## src/rtl/core/nfve_pkg.sv

```systemverilog
package nfve_pkg;

  // name register storage
  localparam int MAX_NAME_BYTES = 16;
  localparam int NAME_BITS      = 8 * MAX_NAME_BYTES;
  localparam int LEN_W          = 5;
  localparam int POS_W          = 5;

  // configuration register indexes
  localparam logic [1:0] REG_NAME_LOW  = 2'd0;
  localparam logic [1:0] REG_NAME_HIGH = 2'd1;
  localparam logic [1:0] REG_NAME_LEN  = 2'd2;

  // character codes
  localparam logic [7:0] CH_EQ     = 8'h3D;
  localparam logic [7:0] CH_BSLASH = 8'h5C;
  localparam logic [7:0] CH_DQUOTE = 8'h22;
  localparam logic [7:0] CH_SQUOTE = 8'h27;
  localparam logic [7:0] CH_SPACE  = 8'h20;
  localparam logic [7:0] CH_N      = 8'h6E;
  localparam logic [7:0] CH_R      = 8'h72;
  localparam logic [7:0] CH_A      = 8'h61;
  localparam logic [7:0] CH_LF     = 8'h0A;
  localparam logic [7:0] CH_CR     = 8'h0D;
  localparam logic [7:0] CH_BEL    = 8'h07;
  localparam logic [7:0] CH_TAB    = 8'h09;

  // value closing kinds
  localparam logic [1:0] CLOSE_SPACE  = 2'd0;
  localparam logic [1:0] CLOSE_DQUOTE = 2'd1;
  localparam logic [1:0] CLOSE_SQUOTE = 2'd2;

  // queue between parser and output side
  localparam int QUEUE_DEPTH = 4;

  // scan phases
  typedef enum logic [7:0] {
    PH_LEAD    = 8'b0000_0001,
    PH_NAME    = 8'b0000_0010,
    PH_POST    = 8'b0000_0100,
    PH_SKEY    = 8'b0000_1000,
    PH_SVSTART = 8'b0001_0000,
    PH_SVAL    = 8'b0010_0000,
    PH_VSTART  = 8'b0100_0000,
    PH_VAL     = 8'b1000_0000
  } phase_t;

  // one parsed byte: an optional value byte and an optional line-done result
  typedef struct packed {
    logic       char_vld;
    logic [7:0] value_char;
    logic       done;
    logic       found;
  } entry_t;

  function automatic logic is_ws(input logic [7:0] c);
    is_ws = (c == CH_SPACE) || ((c >= CH_TAB) && (c <= CH_CR));
  endfunction

  function automatic logic [7:0] name_byte(input logic [NAME_BITS-1:0] name,
                                           input logic [3:0] idx);
    name_byte = name[8*idx +: 8];
  endfunction

  function automatic logic [7:0] closing_char(input logic [1:0] kind);
    case (kind)
      CLOSE_DQUOTE: closing_char = CH_DQUOTE;
      CLOSE_SQUOTE: closing_char = CH_SQUOTE;
      default:      closing_char = CH_SPACE;
    endcase
  endfunction

  function automatic logic [7:0] unescape(input logic [7:0] c);
    case (c)
      CH_N:    unescape = CH_LF;
      CH_R:    unescape = CH_CR;
      CH_A:    unescape = CH_BEL;
      default: unescape = c;
    endcase
  endfunction

endpackage

```

## src/rtl/core/named_field_value_extractor_core.sv

```systemverilog
// Named field value extractor: scans name=value lines for one configured field name.
// Input stream: one line byte per transfer, in_tdata[7:0] = line_char, in_tlast marks
// the last byte of a line. Output stream: in_tdata-style results, value_char in
// out_tdata[7:0] with out_tuser = char_valid, and a final result per line with
// out_tlast = value_done and out_tdata[8] = field_found.
// Configuration: cfg_index 0/1 load name bytes 0-7 / 8-15, index 2 the name length
// (0 passes every byte through). Write only while no line is in flight.
// Throughput: one input byte per cycle while the queue has room. A byte that yields
// a value byte and the line-done result together leaves as two output transfers,
// since the output register drains one result per cycle while out_tready is high;
// a 4-entry queue between the parser and the output register absorbs those bursts
// and receiver stalls. Results pass through the queue and then the output register
// before out_tvalid rises.
// When the receiver stalls, the queue fills and in_tready drops once it is full.
// Reset (rst_n low, synchronous) clears the name registers, the parse state, the
// queue fill state and the output valid and pending-done flags.
module named_field_value_extractor_core
  import nfve_pkg::*;
(
  input  logic        clk,
  input  logic        rst_n,
  // config write channel
  input  logic        cfg_valid,
  output logic        cfg_ready,
  input  logic [1:0]  cfg_index,
  input  logic [63:0] cfg_data,
  // line byte stream
  input  logic        in_tvalid,
  output logic        in_tready,
  input  logic [7:0]  in_tdata,   // [7:0] line_char
  input  logic        in_tlast,
  // result stream
  output logic        out_tvalid,
  input  logic        out_tready,
  output logic [15:0] out_tdata,  // [7:0] value_char, [8] field_found, [15:9] zero
  output logic        out_tuser,  // [0] char_valid
  output logic        out_tlast
);

  logic   accept;
  logic   push;
  entry_t push_entry;
  logic   q_full;
  logic   q_not_empty;
  logic   q_pop;
  entry_t q_head;

  assign cfg_ready = 1'b1;
  assign in_tready = !q_full;
  assign accept    = in_tvalid && in_tready;

  // parser front end
  nfve_front u_front (
    .clk        (clk),
    .rst_n      (rst_n),
    .cfg_valid  (cfg_valid),
    .cfg_index  (cfg_index),
    .cfg_data   (cfg_data),
    .accept     (accept),
    .line_char  (in_tdata),
    .line_end   (in_tlast),
    .push       (push),
    .push_entry (push_entry)
  );

  // result queue
  nfve_queue u_queue (
    .clk        (clk),
    .rst_n      (rst_n),
    .push       (push),
    .push_entry (push_entry),
    .pop        (q_pop),
    .full       (q_full),
    .not_empty  (q_not_empty),
    .head       (q_head)
  );

  // output serializer
  nfve_back u_back (
    .clk         (clk),
    .rst_n       (rst_n),
    .q_not_empty (q_not_empty),
    .q_head      (q_head),
    .q_pop       (q_pop),
    .out_tvalid  (out_tvalid),
    .out_tready  (out_tready),
    .out_tdata   (out_tdata),
    .out_tuser   (out_tuser),
    .out_tlast   (out_tlast)
  );

endmodule

```

## src/rtl/core/nfve_front.sv

```systemverilog
module nfve_front
  import nfve_pkg::*;
(
  input  logic         clk,
  input  logic         rst_n,
  input  logic         cfg_valid,
  input  logic [1:0]   cfg_index,
  input  logic [63:0]  cfg_data,
  input  logic         accept,
  input  logic [7:0]   line_char,
  input  logic         line_end,
  output logic         push,
  output entry_t       push_entry
);

  logic [NAME_BITS-1:0] name_r;
  logic [LEN_W-1:0]     len_r;
  phase_t               phase_r, phase_nxt;
  logic [POS_W-1:0]     pos_r, pos_nxt;
  logic [1:0]           kind_r, kind_nxt;
  logic                 esc_r, esc_nxt;
  logic                 fin_r, fin_nxt;

  logic [LEN_W-1:0]     len_eff;
  logic                 do_name;
  logic                 go;
  logic [POS_W-1:0]     p;
  logic                 found;
  entry_t               ent;

  // configuration registers
  always_ff @(posedge clk) begin
    if (!rst_n) begin
      name_r <= '0;
      len_r  <= '0;
    end else if (cfg_valid) begin
      case (cfg_index)
        REG_NAME_LOW:  name_r[63:0]   <= cfg_data;
        REG_NAME_HIGH: name_r[127:64] <= cfg_data;
        REG_NAME_LEN:  len_r          <= cfg_data[LEN_W-1:0];
        default:       ;
      endcase
    end
  end

  assign len_eff = (len_r > LEN_W'(MAX_NAME_BYTES)) ? LEN_W'(MAX_NAME_BYTES) : len_r;

  // parse one byte
  always_comb begin
    phase_nxt = phase_r;
    pos_nxt   = pos_r;
    kind_nxt  = kind_r;
    esc_nxt   = esc_r;
    fin_nxt   = fin_r;
    ent       = '0;
    do_name   = 1'b0;
    go        = 1'b0;
    p         = pos_r;
    found     = 1'b0;

    if (len_eff == '0) begin
      // pass-through mode
      ent.char_vld   = 1'b1;
      ent.value_char = line_char;
      found          = 1'b1;
    end else begin
      case (phase_r)
        PH_NAME: do_name = 1'b1;
        PH_POST: begin
          if (line_char == CH_EQ) phase_nxt = PH_VSTART;
          else if (!is_ws(line_char)) phase_nxt = PH_SKEY;
        end
        PH_SKEY: begin
          if (line_char == CH_EQ) phase_nxt = PH_SVSTART;
        end
        PH_SVSTART, PH_SVAL: begin
          go = 1'b1;
          if (phase_r == PH_SVSTART) begin
            if (is_ws(line_char)) begin
              go = 1'b0;
            end else begin
              phase_nxt = PH_SVAL;
              if (line_char == CH_DQUOTE) begin
                kind_nxt = CLOSE_DQUOTE;
                go       = 1'b0;
              end else if (line_char == CH_SQUOTE) begin
                kind_nxt = CLOSE_SQUOTE;
                go       = 1'b0;
              end else begin
                kind_nxt = CLOSE_SPACE;
              end
            end
          end
          if (go) begin
            if (esc_r) begin
              esc_nxt = 1'b0;
            end else if (line_char == closing_char(kind_nxt)) begin
              phase_nxt = PH_LEAD;
              kind_nxt  = CLOSE_SPACE;
            end else if (line_char == CH_BSLASH) begin
              esc_nxt = 1'b1;
            end
          end
        end
        PH_VSTART, PH_VAL: begin
          if (!fin_r) begin
            go = 1'b1;
            if (phase_r == PH_VSTART) begin
              if (is_ws(line_char)) begin
                go = 1'b0;
              end else begin
                phase_nxt = PH_VAL;
                if (line_char == CH_DQUOTE) begin
                  kind_nxt = CLOSE_DQUOTE;
                  go       = 1'b0;
                end else if (line_char == CH_SQUOTE) begin
                  kind_nxt = CLOSE_SQUOTE;
                  go       = 1'b0;
                end else begin
                  kind_nxt = CLOSE_SPACE;
                end
              end
            end
            if (go) begin
              if (esc_r) begin
                esc_nxt        = 1'b0;
                ent.char_vld   = 1'b1;
                ent.value_char = unescape(line_char);
              end else if (line_char == closing_char(kind_nxt)) begin
                fin_nxt = 1'b1;
              end else if (line_char == CH_BSLASH) begin
                esc_nxt = 1'b1;
              end else begin
                ent.char_vld   = 1'b1;
                ent.value_char = line_char;
              end
            end
          end
        end
        default: begin
          // leading whitespace before a pair
          phase_nxt = PH_LEAD;
          pos_nxt   = '0;
          p         = '0;
          if (!is_ws(line_char)) do_name = 1'b1;
        end
      endcase

      // name compare step
      if (do_name) begin
        if ((p < len_eff) && (line_char == name_byte(name_r, p[3:0])) &&
            (line_char != CH_EQ)) begin
          pos_nxt   = p + POS_W'(1);
          phase_nxt = ((p + POS_W'(1)) >= len_eff) ? PH_POST : PH_NAME;
        end else begin
          pos_nxt   = '0;
          phase_nxt = (line_char == CH_EQ) ? PH_SVSTART : PH_SKEY;
        end
      end

      found = (phase_nxt == PH_VSTART) || (phase_nxt == PH_VAL);
    end

    // line end: done result and line state back to reset
    if (line_end) begin
      ent.done  = 1'b1;
      ent.found = found;
      phase_nxt = PH_LEAD;
      pos_nxt   = '0;
      kind_nxt  = CLOSE_SPACE;
      esc_nxt   = 1'b0;
      fin_nxt   = 1'b0;
    end
  end

  // parse state
  always_ff @(posedge clk) begin
    if (!rst_n) begin
      phase_r <= PH_LEAD;
      pos_r   <= '0;
      kind_r  <= CLOSE_SPACE;
      esc_r   <= 1'b0;
      fin_r   <= 1'b0;
    end else if (accept) begin
      phase_r <= phase_nxt;
      pos_r   <= pos_nxt;
      kind_r  <= kind_nxt;
      esc_r   <= esc_nxt;
      fin_r   <= fin_nxt;
    end
  end

  assign push       = accept && (ent.char_vld || ent.done);
  assign push_entry = ent;

endmodule

```

## src/rtl/core/nfve_queue.sv

```systemverilog
module nfve_queue
  import nfve_pkg::*;
(
  input  logic   clk,
  input  logic   rst_n,
  input  logic   push,
  input  entry_t push_entry,
  input  logic   pop,
  output logic   full,
  output logic   not_empty,
  output entry_t head
);

  localparam int PTR_W = $clog2(QUEUE_DEPTH);
  localparam int CNT_W = $clog2(QUEUE_DEPTH + 1);

  entry_t           slot_r [QUEUE_DEPTH];
  logic [PTR_W-1:0] wr_ptr_r, rd_ptr_r;
  logic [CNT_W-1:0] count_r;

  // entry storage
  always_ff @(posedge clk) begin
    if (push) slot_r[wr_ptr_r] <= push_entry;
  end

  // pointers and fill count
  always_ff @(posedge clk) begin
    if (!rst_n) begin
      wr_ptr_r <= '0;
      rd_ptr_r <= '0;
      count_r  <= '0;
    end else begin
      if (push) wr_ptr_r <= wr_ptr_r + PTR_W'(1);
      if (pop)  rd_ptr_r <= rd_ptr_r + PTR_W'(1);
      case ({push, pop})
        2'b10:   count_r <= count_r + CNT_W'(1);
        2'b01:   count_r <= count_r - CNT_W'(1);
        default: count_r <= count_r;
      endcase
    end
  end

  assign full      = (count_r == CNT_W'(QUEUE_DEPTH));
  assign not_empty = (count_r != '0);
  assign head      = slot_r[rd_ptr_r];

endmodule

```

## src/rtl/core/nfve_back.sv

```systemverilog
module nfve_back
  import nfve_pkg::*;
(
  input  logic        clk,
  input  logic        rst_n,
  input  logic        q_not_empty,
  input  entry_t      q_head,
  output logic        q_pop,
  output logic        out_tvalid,
  input  logic        out_tready,
  output logic [15:0] out_tdata,
  output logic        out_tuser,
  output logic        out_tlast
);

  logic       vld_r;
  logic [7:0] char_r;
  logic       cvld_r;
  logic       done_r;
  logic       found_r;
  logic       pend_done_r;
  logic       pend_found_r;
  logic       out_free;

  assign out_free = !vld_r || out_tready;
  assign q_pop    = out_free && !pend_done_r && q_not_empty;

  // output register: value byte first, then the done result of the same entry
  always_ff @(posedge clk) begin
    if (!rst_n) begin
      vld_r       <= 1'b0;
      pend_done_r <= 1'b0;
    end else if (out_free) begin
      if (pend_done_r) begin
        vld_r       <= 1'b1;
        pend_done_r <= 1'b0;
      end else if (q_not_empty) begin
        vld_r       <= 1'b1;
        pend_done_r <= q_head.char_vld && q_head.done;
      end else begin
        vld_r <= 1'b0;
      end
    end
  end

  // output payload
  always_ff @(posedge clk) begin
    if (out_free) begin
      if (pend_done_r) begin
        char_r  <= '0;
        cvld_r  <= 1'b0;
        done_r  <= 1'b1;
        found_r <= pend_found_r;
      end else if (q_not_empty) begin
        pend_found_r <= q_head.found;
        if (q_head.char_vld) begin
          char_r  <= q_head.value_char;
          cvld_r  <= 1'b1;
          done_r  <= 1'b0;
          found_r <= 1'b0;
        end else begin
          char_r  <= '0;
          cvld_r  <= 1'b0;
          done_r  <= 1'b1;
          found_r <= q_head.found;
        end
      end
    end
  end

  assign out_tvalid = vld_r;
  assign out_tdata  = {7'd0, found_r, char_r};
  assign out_tuser  = cvld_r;
  assign out_tlast  = done_r;

endmodule
```

## config.mk

```make
export PLATFORM = sky130hd
export DESIGN_NAME = named_field_value_extractor_core
export DESIGN_NICKNAME = d
export VERILOG_FILES = /design/src/rtl/core/nfve_pkg.sv /design/src/rtl/core/named_field_value_extractor_core.sv /design/src/rtl/core/nfve_front.sv /design/src/rtl/core/nfve_queue.sv /design/src/rtl/core/nfve_back.sv
export SDC_FILE = /design/constraint.sdc
export NUM_CORES = 1
export LEC_CHECK = 0
export BUFFER_PORTS_ARGS = -buffer_cell sky130_fd_sc_hd__buf_2
export CAP_MARGIN = 20
export CORE_AREA = 2 2 168 170
export CTS_CLUSTER_DIAMETER = 30
export DETAILED_ROUTE_END_ITERATION = 7
export DIE_AREA = 0 0 170 172
export HOLD_SLACK_MARGIN = 0.08
export PLACE_DENSITY = 0.59
export SYNTH_ARGS = -nofsm -noshare
export SYNTH_HDL_FRONTEND = slang
export SYNTH_HIERARCHICAL = 1
export SYNTH_SLANG_ARGS = --single-unit
```

## constraint.sdc

```tcl
create_clock -name clk -period 5.5 [get_ports clk]
set_input_delay 1.1 -clock clk [delete_from_list [all_inputs] [get_ports clk]]
set_output_delay 1.1 -clock clk [all_outputs]
set_load 0.005 [all_outputs]
```

After elaboration in Yosys (flattened, before gate mapping) --
Memory sizes are Yosys's and may differ from the RTL's. A register that Yosys moved wholly into a read port is not among the register bits. Cells that the tools add are included.
Word-level totals: register bits after elaboration 171, bits in writable memories 44, input port bits 80, output and inout bits 21, word-level logic and storage cells 213, memories 1
Cells by class: add/subtract/negate cells 5, magnitude comparators 5, equality and inequality tests 34, shifts and indexed selects 1, multiplexer cells 113, bitwise logic cells 1, reduce and logical (&&, ||, !) cells 35
Memory list:
- u_queue.slot_r | depth 4, width 11, rd ports 1, clocked after Yosys merged registers in 1, write ports 1, line nfve_queue.sv:17 | entry_t slot_r [QUEUE_DEPTH];
Operator list (count):
- two-way mux 8 bit | 27
- variable part select 128 x 8 -> 8 bit | 1
- two-way mux 9 bit | 7
- == test 8 x 7 -> 1 bit, second input constant | 6
- two-way mux 1 bit | 43
- == test 8 x 6 -> 1 bit, second input constant | 5
- two-way mux 5 bit | 8
- one-hot mux 8 bit (5 select lines) | 1
- two-way mux 2 bit | 19
- == test 8 bit | 3
- one-hot mux 8 bit (3 select lines) | 1
- one-hot mux 3 bit (2 select lines) | 3
- == test 8 bit, second input constant | 2
- AND reduction 2 bit | 5
- == test 2 x 1 -> 1 bit, second input constant | 4
- == test 2 bit, second input constant | 4
- == test 8 x 2 -> 1 bit, second input constant | 1
- == test 8 x 3 -> 1 bit, second input constant | 1
- == test 8 x 4 -> 1 bit, second input constant | 1
- == test 8 x 5 -> 1 bit, second input constant | 1
- greater-or-equal comparator 8 x 4 -> 1 bit, second input constant | 1
- <= comparator 8 x 4 -> 1 bit, second input constant | 1
- logical AND 1 bit | 8
- != test 8 x 6 -> 1 bit, second input constant | 1
- 27 further kinds | 40

Depth between registers and ports, before layout --
depth in word-level cells 28, depth in mapped cells 20, mapped depth without buffers 18

Hierarchy --
The synthesis kept the hierarchy.
Modules (own cells, without submodules):
- nfve_front | instances 1, cells each 1081, area each 8150.3 um^2, sequential area each 3002.9 um^2
- nfve_queue | instances 1, cells each 99, area each 2031.9 um^2, sequential area each 1501.4 um^2
- nfve_back | instances 1, cells each 46, area each 624.3 um^2, sequential area each 400.4 um^2
- named_field_value_extractor_core | instances 1, cells each 4, area each 21.3 um^2, sequential area each 0.0 um^2

Worst setup path after synthesis --
OpenSTA, ideal clock, no wires.
path kind input -> register, from in in_tdata[1], to reg u_queue.count_r[2], setup time 0.076 ns, arrival time 4.912 ns, required time 5.424 ns, path slack 0.512 ns, stages on the path 18, buffers on the path 1, cells stage by stage clkbuf_1 > nor2_1 > and3_1 > o21a_1 > nor3_1 > mux2_2 > ha_1 > xor2_1 > nand3_1 > and2_1 > a21o_1 > o21a_1 > inv_1 > ha_1 > fa_1 > xnor2_1 > or3_1 > a21boi_0
RTL lines:
- from (decl) | line named_field_value_extractor_core.sv:30 | input logic [7:0] in_tdata,
- to (signal assigned) | line nfve_queue.sv:36 | 2'b10: count_r <= count_r + CNT_W'(1);
- to (signal assigned) | line nfve_queue.sv:37 | 2'b01: count_r <= count_r - CNT_W'(1);
- to (signal assigned) | line nfve_queue.sv:38 | default: count_r <= count_r;
- to (decl) | line nfve_queue.sv:19 | logic [CNT_W-1:0] count_r;

==> flow_metrics.env <==
export IMPL_syn2layout_area_growth_pct=22.5
export IMPL_syn_avg_cell_area_sq_um=8.80
export IMPL_start_util_pct=39.4
export IMPL_path_depth=17
export IMPL_mostFrequentLayoutCells="nand2_1, dfxtp_1, a21oi_1"
export IMPL_wire_per_inst_um=18.3
export IMPL_skew_ns=0.0185
export IMPL_placed_cells=1606
export IMPL_reg2reg_from="u_front/phase_r[2]$_SDFFE_PN0P_"
export IMPL_clk_path_buf_depth=3
export IMPL_end_kind="flip-flop"
export IMPL_crit_family="simple AND/OR/NAND/NOR gates"
export IMPL_synth_area_leaders="dfxtp_1, edfxtp_1, nand2_1"
export IMPL_yosysSeqAreaShare_pct=45.3
export IMPL_place_congestion=0.879
export IMPL_critPathCapture="u_queue/count_r[2]$_SDFFE_PN0P_"
export IMPL_dpl_cell_area_sq_um=11500
export IMPL_rows=61
export IMPL_crit_slowest_cell="or3_1"
export IMPL_synth_top_area_cell="dfxtp_1"
export IMPL_ys_flop_type="dfxtp_1"
export IMPL_drive_gt1_share_pct=19.2
export IMPL_path_cells="or3_1, nor2_1, nand2_1, nor3_1, mux2_2, ha_1, xor2_1, nand3_1, and2_1, a21o_1, o21a_1, inv_1, ha_1, fa_1, xnor2_1, or3_1, a21boi_0"
export IMPL_relSlewSlack_pct=40.4
export IMPL_clk_latency_ns=0.55
export IMPL_cts_resized=0
export IMPL_grtUsageTotal_pct=21.4
export IMPL_final_common_cell="nand2_1"
export IMPL_worstReg2RegEnd="u_queue/count_r[2]$_SDFFE_PN0P_"
export IMPL_postRouteWirelength_um=31200
export IMPL_synth_top_area_share_pct=29.8
export IMPL_startpoint_type="flip-flop"
export IMPL_ys_ff_latch=217
export IMPL_synth_area_sq_um=10800
export IMPL_fillers=2653
export IMPL_die_w_um=170
export IMPL_fin_crit_ns=4.73
export IMPL_die_area_sq_um=29200
export IMPL_cap_violations=0
export IMPL_drt_pass1_iter_count=5
export IMPL_clk_pin_slew_ns=0.05
export IMPL_slowest_delay_ns=0.53
export IMPL_synth_distinct_cells=86
export IMPL_async_flop_share_pct=0
export IMPL_nNetsFinal=1413
export IMPL_coreArea_sq_um=27500
export IMPL_cts_sinks=217
export IMPL_io_buffer_count=92
export IMPL_r2r_slack_ns=0.77
export IMPL_antenna_found_initial=0
export IMPL_hp_class="reg2reg"
export IMPL_path_max_fanout=12
export IMPL_grt_max_degree=106
export IMPL_yosys_warnings=6
export IMPL_crit_start="u_front/phase_r[2]$_SDFFE_PN0P_"
export IMPL_synth_cells=1230
export IMPL_grt_pass1_wl_um=49300
export IMPL_tns_ns=0
export IMPL_drv_slew=0
export IMPL_max_freq_mhz=212
export IMPL_ioPinCount=101
export IMPL_worst_pin_slew_ns=0.893
export IMPL_postRouteAntennaNets=0
export IMPL_p_leak_nw=4.78
export IMPL_fin_crit_sh_pct=86.0
export IMPL_rsz0062_at_grt="no"
export IMPL_viasPerCell=5.45
export IMPL_grt_overflow=0
export IMPL_cts_made_buffers=51
export IMPL_via_count=9284
export IMPL_cts_root_buf="clkbuf_16"
export IMPL_setup_viol_count_final=0
export IMPL_h_tree_depth=2
export IMPL_hold_violations=0
export IMPL_die_h_um=172
export IMPL_final_area_sq_um=13300
export IMPL_worst_setup_path_type="reg2reg"
export IMPL_cp_required_ns=5.97
export IMPL_cp_buffers_inverters=1
export IMPL_antenna_cells=0
export IMPL_ir_worst_vdd_uv=214
export IMPL_grt_pass1_vias=8928
export IMPL_dpl_hpwl_um=21000
export IMPL_synth_edff_count=56
export IMPL_cts_hold_buf=0
export IMPL_post_cts_setup_buffers=0
export IMPL_ff_latch_area_sq_um=4910
export IMPL_arrival_ns=5.20
export IMPL_stdcell_count=1702
export IMPL_drtIter0Drc=702
export IMPL_multi_input_area_sq_um=5440
export IMPL_drc_errors=0
export IMPL_rr_worst_depth=17
export IMPL_cts_tree="done"
export IMPL_outcome="completed"
export IMPL_power_density_nw_per_um2=416
[per-layer routing]
metal / vias to the layer above / track usage, % / part of all wire, %
met5: - / 0 / 0
met4: 0 / 8.29 / 3.2
met3: 67 / 3.78 / 6.4
met2: 326 / 34.1 / 46
met1: 4378 / 29.1 / 45
li1: 4513 / - / -
[power breakdown]
| group | switching, W | internal [W] |
|---|---|---|
| registers | 0.0000943 | 0.00183 |
| clock network | 0.000972 | 0.00198 |
| logic | 0.000358 | 0.000291 |
| total | 0.00142 | 0.00410 |
[synth_stat cells (all sizes together), types with 19 or more instances]
| library cell | instances |
|---|---|
| nand2 | 294 |
| dfxtp | 161 |
| a21oi | 160 |
| nor2 | 68 |
| edfxtp | 56 |
| clkbuf | 54 |
| buf | 38 |
| o21ai | 33 |
| and2 | 25 |
| mux2i | 25 |
| nor3 | 25 |
| nand3 | 23 |
| mux4 | 19 |
[cells by family after synthesis]
logic type	after synthesis	share of synthesized area, %
DFF	217	45.3
AOI/OAI and AO/OA	290	17.0
muxes	56	7.55
and+or+nand+nor	517	21.6
other	2	0.0694
adders and majority gates	19	2.26
xor gates and xnor gates	18	1.46
buffers and inverters	111	4.71
[registers in the layout, summed over array words and instances (netlist names), 2 cells and up, named ones only]
register / count
u_back/char_r: 8
u_front/kind_r: 2
u_front/len_r: 5
u_front/name_r: 128
u_front/phase_r: 8
u_front/pos_r: 5
u_queue/count_r: 3
u_queue/rd_ptr_r: 2
u_queue/slot_r: 44
u_queue/wr_ptr_r: 2
[cell type report]
type / instances / share of cell area (%)
Multi-Input combinational cell: 908 / 41.0
Sequential cell: 217 / 37.0
Clock buffer: 63 / 10.4
Timing Repair Buffer: 117 / 5.04
Tap cell: 346 / 3.27
Clock inverter: 32 / 2.67
Inverter: 19 / 0.557
[stage by stage]
step / utilization, % / setup WS (ns) / total power (W) / hold slack [ns]
after floorplan: - / 0.512 / 0.00239 / 0.432
after global placement: 41.8 / 0.403 / 0.00259 / 0.439
after detailed placement: 41.8 / 0.305 / 0.00260 / 0.446
after CTS: 48.2 / 0.846 / 0.00557 / 0.452
after global routing: 48.3 / 0.463 / 0.00575 / 0.464
final: 48.3 / 0.772 / 0.00552 / 0.450
[tightest hold or removal path, stage by stage, from the launching register on]
cell and delay, ns:
dfxtp_1 0.30, nand2_1 0.05, a21oi_1 0.05
[how the worst min path moves through the flow]
stage	start	end	slack (ns)	cells past startpoint
CTS	u_front/name_r[37]$_SDFFE_PN0P_	u_front/name_r[37]$_SDFFE_PN0P_	0.45	2
floorplan	u_front/name_r[57]$_SDFFE_PN0P_	u_front/name_r[57]$_SDFFE_PN0P_	0.43	2
global route	u_front/name_r[29]$_SDFFE_PN0P_	u_front/name_r[29]$_SDFFE_PN0P_	0.46	2
finish	u_front/name_r[37]$_SDFFE_PN0P_	u_front/name_r[37]$_SDFFE_PN0P_	0.45	2
detailed placement	u_front/name_r[92]$_SDFFE_PN0P_	u_front/name_r[92]$_SDFFE_PN0P_	0.45	2
global placement	u_front/name_r[124]$_SDFFE_PN0P_	u_front/name_r[124]$_SDFFE_PN0P_	0.44	2
(Power assumes the default switching activity.)
